===== src/design/crc32tfc_pkg.sv =====
// ----------------------------------------------------------------------------
// CRC-32 trailer frame checker package
// Shared constants, the check status type and the byte-wise CRC-32 update.
// ----------------------------------------------------------------------------
package crc32tfc_pkg;

    localparam logic [31:0] CRC_POLY     = 32'hEDB8_8320;
    localparam logic [31:0] CRC_ALL_ONES = 32'hFFFF_FFFF;
    localparam logic [3:0]  MIN_LENGTH   = 4'd10;
    localparam logic [3:0]  MAGIC_BYTES  = 4'd4;

    typedef enum logic [1:0] {
        ST_OK        = 2'd0,
        ST_TOO_SHORT = 2'd1,
        ST_BAD_MAGIC = 2'd2,
        ST_CRC_ERR   = 2'd3
    } t_check_status;

    function automatic logic [31:0] crc32_byte(input logic [31:0] crc_in,
                                               input logic [7:0]  data);
        logic [31:0] crc;
        crc = crc_in ^ {24'd0, data};
        for (int k = 0; k < 8; k++) begin
            if (crc[0]) begin
                crc = (crc >> 1) ^ CRC_POLY;
            end else begin
                crc = crc >> 1;
            end
        end
        return crc;
    endfunction

endpackage


===== src/design/crc32tfc_frame_state.sv =====
// ----------------------------------------------------------------------------
// CRC-32 trailer frame checker: frame state
// Holds the running CRC, trailer delay line, magic word and byte count, and
// works out the check status of the frame on its final byte.
// ----------------------------------------------------------------------------
module crc32tfc_frame_state (
    input  logic                        i_clk,
    input  logic                        i_rst_n,
    input  logic                        i_step,
    input  logic [7:0]                  i_frame_byte,
    input  logic                        i_is_last,
    input  logic [31:0]                 i_expected_magic,
    output crc32tfc_pkg::t_check_status o_status
);
    import crc32tfc_pkg::*;

    logic [31:0] r_crc_accum;
    logic [31:0] r_trailer_delay;
    logic [31:0] r_magic_gather;
    logic [3:0]  r_byte_count;

    logic [31:0] n_crc_accum;
    logic [31:0] n_trailer_delay;
    logic [31:0] n_magic_gather;
    logic [3:0]  n_byte_count;

    always_comb begin
        if (r_byte_count >= MAGIC_BYTES) begin
            n_crc_accum = crc32_byte(r_crc_accum, r_trailer_delay[7:0]);
        end else begin
            n_crc_accum = r_crc_accum;
        end

        n_trailer_delay = {i_frame_byte, r_trailer_delay[31:8]};

        if (r_byte_count < MAGIC_BYTES) begin
            n_magic_gather = r_magic_gather
                           | ({24'd0, i_frame_byte} << {r_byte_count[1:0], 3'b000});
        end else begin
            n_magic_gather = r_magic_gather;
        end

        if (r_byte_count < MIN_LENGTH) begin
            n_byte_count = r_byte_count + 4'd1;
        end else begin
            n_byte_count = r_byte_count;
        end
    end

    always_comb begin
        if (n_byte_count < MIN_LENGTH) begin
            o_status = ST_TOO_SHORT;
        end else if (n_magic_gather != i_expected_magic) begin
            o_status = ST_BAD_MAGIC;
        end else if ((n_crc_accum ^ CRC_ALL_ONES) != n_trailer_delay) begin
            o_status = ST_CRC_ERR;
        end else begin
            o_status = ST_OK;
        end
    end

    always_ff @(posedge i_clk) begin
        if (!i_rst_n) begin
            r_crc_accum     <= CRC_ALL_ONES;
            r_trailer_delay <= '0;
            r_magic_gather  <= '0;
            r_byte_count    <= '0;
        end else if (i_step) begin
            if (i_is_last) begin
                r_crc_accum     <= CRC_ALL_ONES;
                r_trailer_delay <= '0;
                r_magic_gather  <= '0;
                r_byte_count    <= '0;
            end else begin
                r_crc_accum     <= n_crc_accum;
                r_trailer_delay <= n_trailer_delay;
                r_magic_gather  <= n_magic_gather;
                r_byte_count    <= n_byte_count;
            end
        end
    end

endmodule


===== config.mk =====
export PLATFORM = sky130hd
export DESIGN_NAME = crc32tfc_frame_state
export DESIGN_NICKNAME = d
export VERILOG_FILES = /design/src/design/crc32tfc_pkg.sv /design/src/design/crc32tfc_frame_state.sv
export SDC_FILE = /design/constraint.sdc
export NUM_CORES = 1
export LEC_CHECK = 0
export ABC_AREA = 1
export BUFFER_PORTS_ARGS = -buffer_cell sky130_fd_sc_hd__buf_2
export CAP_MARGIN = 20
export CORE_MARGIN = 1
export CORE_UTILIZATION = 45
export DETAILED_ROUTE_END_ITERATION = 16
export GPL_ROUTABILITY_DRIVEN = 0
export PLACE_DENSITY = 0.69
export SYNTH_ARGS = -nofsm -noshare
export SYNTH_HDL_FRONTEND = slang
export SYNTH_SLANG_ARGS = --single-unit

===== constraint.sdc =====
create_clock -name i_clk -period 2.4 [get_ports i_clk]
set_clock_uncertainty 0.2 [all_clocks]
set_input_delay 0.12 -clock i_clk [delete_from_list [all_inputs] [get_ports i_clk]]
set_output_delay 0.12 -clock i_clk [all_outputs]
set_load 0.01 [all_outputs]

==> run_results.csv <==
group,metric,value,unit
synthesis,synth.cells.most_frequent,"sky130_fd_sc_hd__nand2_1 (420), sky130_fd_sc_hd__dfxtp_1 (100), sky130_fd_sc_hd__nand3_1 (87)",
die,fp.coreArea,14000,um^2
pwr,p_total,0.00423,W
synthesis,synth_top_cell_by_area,"sky130_fd_sc_hd__dfxtp_1",
sta,worstMarginPinSlew,0.790,ns
global_routing,overall_global_routing_usage,28.9,%
worst_setup_path,critical_path.cell_chain,"inv_4, nand2_2, nand2_4, nand2_4, nand2_4, nor2_1, nand3_1, nand4_1, nand3_4, nor2_4, nand2_2, nor2_4, nand3_2, nor2_2, nor2_1, buf_2",
finish,fill_cells,1276,
clock_tree,cts_made_buffers,9,
worst_setup_path,critPathRequiredTime,2.08,ns
clock_tree,clock_insertion_delay_at_the_later_pin_of_the_skew_report,0.37,ns
worst_setup_path,worst_path_largest_cell_delay,0.39,ns
routing,drt_drc_violations_left,0,
worst_setup_path,timing.critical_path.to_type,"primary output",
worst_setup_path,r2r_cells,21,
place,final_hpwl_from_detailed_placement,14800,um
clock_tree,numClockSinks,100,
worst_setup_path,crit_top_cell,"sky130_fd_sc_hd__nand2_4",
routing,drt_wl_cell,15.1,um
global_routing,grt_start_max_net_pins,49,
worst_setup_path,critPathMaxFanout,8,
sta,max_freq,340,MHz
sta,final_max_slew_viol_count,0,
worst_setup_path,r2r_end,"r_crc_accum[3]",
die,pin_count,46,
worst_setup_path,worst-setup-path-type,"reg -> out",
synthesis,yosysUniqueCellTypes,36,
synthesis,seq_total_area_yosys,30.5,%
sta,rsz0062_at_grt,"true",
pwr,swShare,32.4,%
worst_setup_path,critical-path-top-delay-family,"simple AND/OR/NAND/NOR gates",
sta,timing.final.setup_violations,3,
clock_tree,cts_tree,"built",
pwr,seq_power_share,41.3,%
min_path,holdCritStartpoint,"i_frame_byte[2]",
global_routing,grt_antenna_before_repair,0,
clock_tree,cts_root_buffer,"sky130_fd_sc_hd__clkbuf_16",
synthesis,synthMostInstantiatedCell,"sky130_fd_sc_hd__nand2_1",
min_path,timing.hold.worst.class,"in -> reg",
finish,num_antenna_cells,0,
synthesis,ys_ff_latch,100,
die,design.die.area,15100,um^2
routing,num_vias,7458,
synthesis,post_syn_area_per_cell,6.22,um^2
outcome,status,"finished with violations",
clock_tree,bufs_on_longest_clock_path,2,
die,die_w,123,um
routing,drt_pass1_iterations,5,
sta,setup_ws,-0.542,ns
global_routing,gr-total-overflow,0,
run,cap_viol_max_count,0,
synthesis,asyncSetResetFlopFracSynth,0,%
pwr,power.clock.fraction,35.8,%
synthesis,synth.top_cells.by_area,"sky130_fd_sc_hd__dfxtp_1 (30%), sky130_fd_sc_hd__nand2_1 (24%), sky130_fd_sc_hd__nand3_1 (6.6%), sky130_fd_sc_hd__a21oi_1 (4.9%), sky130_fd_sc_hd__inv_1 (4.6%)",
worst_setup_path,buffers_and_inverters_on_the_worst_path,2,
outcome,failed_checks,"negative setup slack",
worst_setup_path,worst_r2r_start,"r_crc_accum[1]",
sta,period_minus_slack,2.94,ns
worst_setup_path,critical_path_arrival,2.62,ns
pwr,power_report.internal_total,0.00286,W
place,portBuffers,45,
pwr,vdd_ir_drop_max,0.465,mV
pwr,comb_power_share,23.0,%
worst_setup_path,setup.reg_to_reg.worst_slack,-0.47,ns
synthesis,synth.yosys.warnings,0,
die,floorplan.rows,43,
pwr,power_density,494,nW/um^2
sta,slew_headroom,47.0,%
synthesis,syn-instance-count,1057,
sta,fin_worst_hold_slack,0.0157,ns
die,dieHeight,123,um
routing,drt.antenna.violating_nets,0,
worst_setup_path,worstSetupStartpointType,"flip-flop",
min_path,holdPathStages,4,
routing,vias_per_cell,5.38,
routing,drt-initial-drc-count,610,
global_routing,grt_pass1_wl,33100,um
routing,totalWireLength,20900,um
synthesis,postSynthNetCount,1102,
global_routing,grt_pass1_vias,6745,
synthesis,synth-edff-count,0,
pwr,power.switching,0.00137,W
clock_tree,cts.clk_slew.worst_paths,0.08,ns
synthesis,synth.top_cell.area_share,30.5,%
pwr,power.leakage,4.47,nW
clock_tree,clock_tree.htree_level_count,3,
sta,timing.final.crit_share,123,%
die,initial_core_util,46.8,%
min_path,hold-path-endpoint,"r_magic_gather[10]",
synthesis,ys.flop_type,"sky130_fd_sc_hd__dfxtp_1",
finish,drive_gt1_share,27.6,%
finish,finish.net_count,1245,
finish,layout-area-overhead-vs-synth,30.4,%
worst_setup_path,critical-path-slowest-cell,"sky130_fd_sc_hd__dfxtp_4",
synthesis,synthesis.area,6570,um^2
sta,hold_violations,0,
==> metrics by stage <==
step                cells  worst slack, ns  area (um^2)  TNS, ns  util, %
floorplan            1057            0.390         6570        0        -
global placement     1334           -0.207         7560   -0.385     53.9
detailed placement   1334           -0.237         7560   -0.441     53.9
CTS                  1383           -0.504         8340    -1.38     59.4
global route         1385           -0.708         8570    -1.93     61.0
finish               1385           -0.542         8570    -1.51     61.0
==> state kept, by name, summed over array words and instances (netlist names) <==
name	flops
r_crc_accum	32
r_trailer_delay	32
r_byte_count	4
r_magic_gather	32
==> final cells by class <==
cell class	count	area, um^2	share of cell area, %
clock buffers	10	239	2.79
flip-flops and latches	100	2040	23.8
well taps	180	225	2.63
inverters	99	382	4.45
repair buffers	171	1270	14.8
clock inverters	6	65.1	0.759
multi-input cells	819	4350	50.8
==> power by group through the flow <==
stage               clock [W]  sequential, W  combinational, W
finish                0.00152        0.00175          0.000972
floorplan                   0        0.00177          0.000541
CTS                   0.00153        0.00175          0.000913
detailed placement          0        0.00179          0.000835
global route          0.00160        0.00175           0.00106
global placement            0        0.00178          0.000828
==> layout by cell type, fill, tap and decap left out, types with 9 or more instances in the layout <==
| cell | instances |
|---|---|
| sky130_fd_sc_hd__o211a_1 | 24 |
| sky130_fd_sc_hd__inv_1 | 80 |
| sky130_fd_sc_hd__nand4_1 | 9 |
| sky130_fd_sc_hd__o21ai_0 | 37 |
| sky130_fd_sc_hd__nand2_1 | 372 |
| sky130_fd_sc_hd__xnor2_1 | 13 |
| sky130_fd_sc_hd__nand3_2 | 17 |
| sky130_fd_sc_hd__buf_4 | 105 |
| sky130_fd_sc_hd__nor2_1 | 43 |
| sky130_fd_sc_hd__nand2_2 | 56 |
| sky130_fd_sc_hd__xor2_1 | 20 |
| sky130_fd_sc_hd__nand3_1 | 71 |
| sky130_fd_sc_hd__buf_6 | 10 |
| sky130_fd_sc_hd__dfxtp_2 | 13 |
| sky130_fd_sc_hd__buf_2 | 45 |
| sky130_fd_sc_hd__nand2_4 | 25 |
| sky130_fd_sc_hd__clkbuf_16 | 9 |
| sky130_fd_sc_hd__dfxtp_1 | 82 |
| sky130_fd_sc_hd__a21oi_1 | 64 |
| sky130_fd_sc_hd__inv_2 | 13 |
| sky130_fd_sc_hd__o21bai_1 | 21 |
==> repair_timing <==
action | CTS | global route
setup endpoints to repair | 2 | 3
setup buffers | 25 | 2
gates resized for setup | 70 | 60
pin swaps | 39 | 33
hold buffers | 8 | 0
hold endpoints to repair | 10 | 0
==> layer usage <==
layer  up-vias  GRT usage, %  part of all wire, %
met4         0          13.4                  3.8
met3        55          4.83                  7.5
met1      3412          36.1                   42
li1       3698             -                    -
met5         -             0                    0
met2       293          48.2                   47
==> kinds of logic (layout without fill, tap and decap cells) <==
kind of cell               count (synthesis)  after routing  share of synthesized area, %
adders and majority gates                  1              1                         0.190
buffers and inverters                    138            286                          8.41
xor gates and xnor gates                  34             34                          4.53
DFF                                      100            100                          30.5
AOI/OAI and AO/OA                        167            167                          16.0
and+or+nand+nor                          617            617                          40.4
==> worst reg2reg max path, delay by kind of cell (launching register included) <==
family                 cells  cell delay [ns]
flip-flops                 1             0.39
AO/OA/AOI/OAI              1             0.09
AND/OR/NAND/NOR            7             0.58
buffers and inverters     13             1.55
==> worst max-delay path by stage <==
stage,start,end,slack [ns],cells past startpoint
after floorplan,r_byte_count[3],o_status[0],0.39,13
after global placement,r_crc_accum[3],o_status[1],-0.21,19
after detailed placement,r_trailer_delay[3],o_status[1],-0.24,19
after CTS,r_crc_accum[0],o_status[1],-0.50,21
after global routing,r_trailer_delay[3],o_status[1],-0.71,20
final,r_crc_accum[1],o_status[1],-0.54,16
No activity file was read; power rests on OpenSTA's default activity.
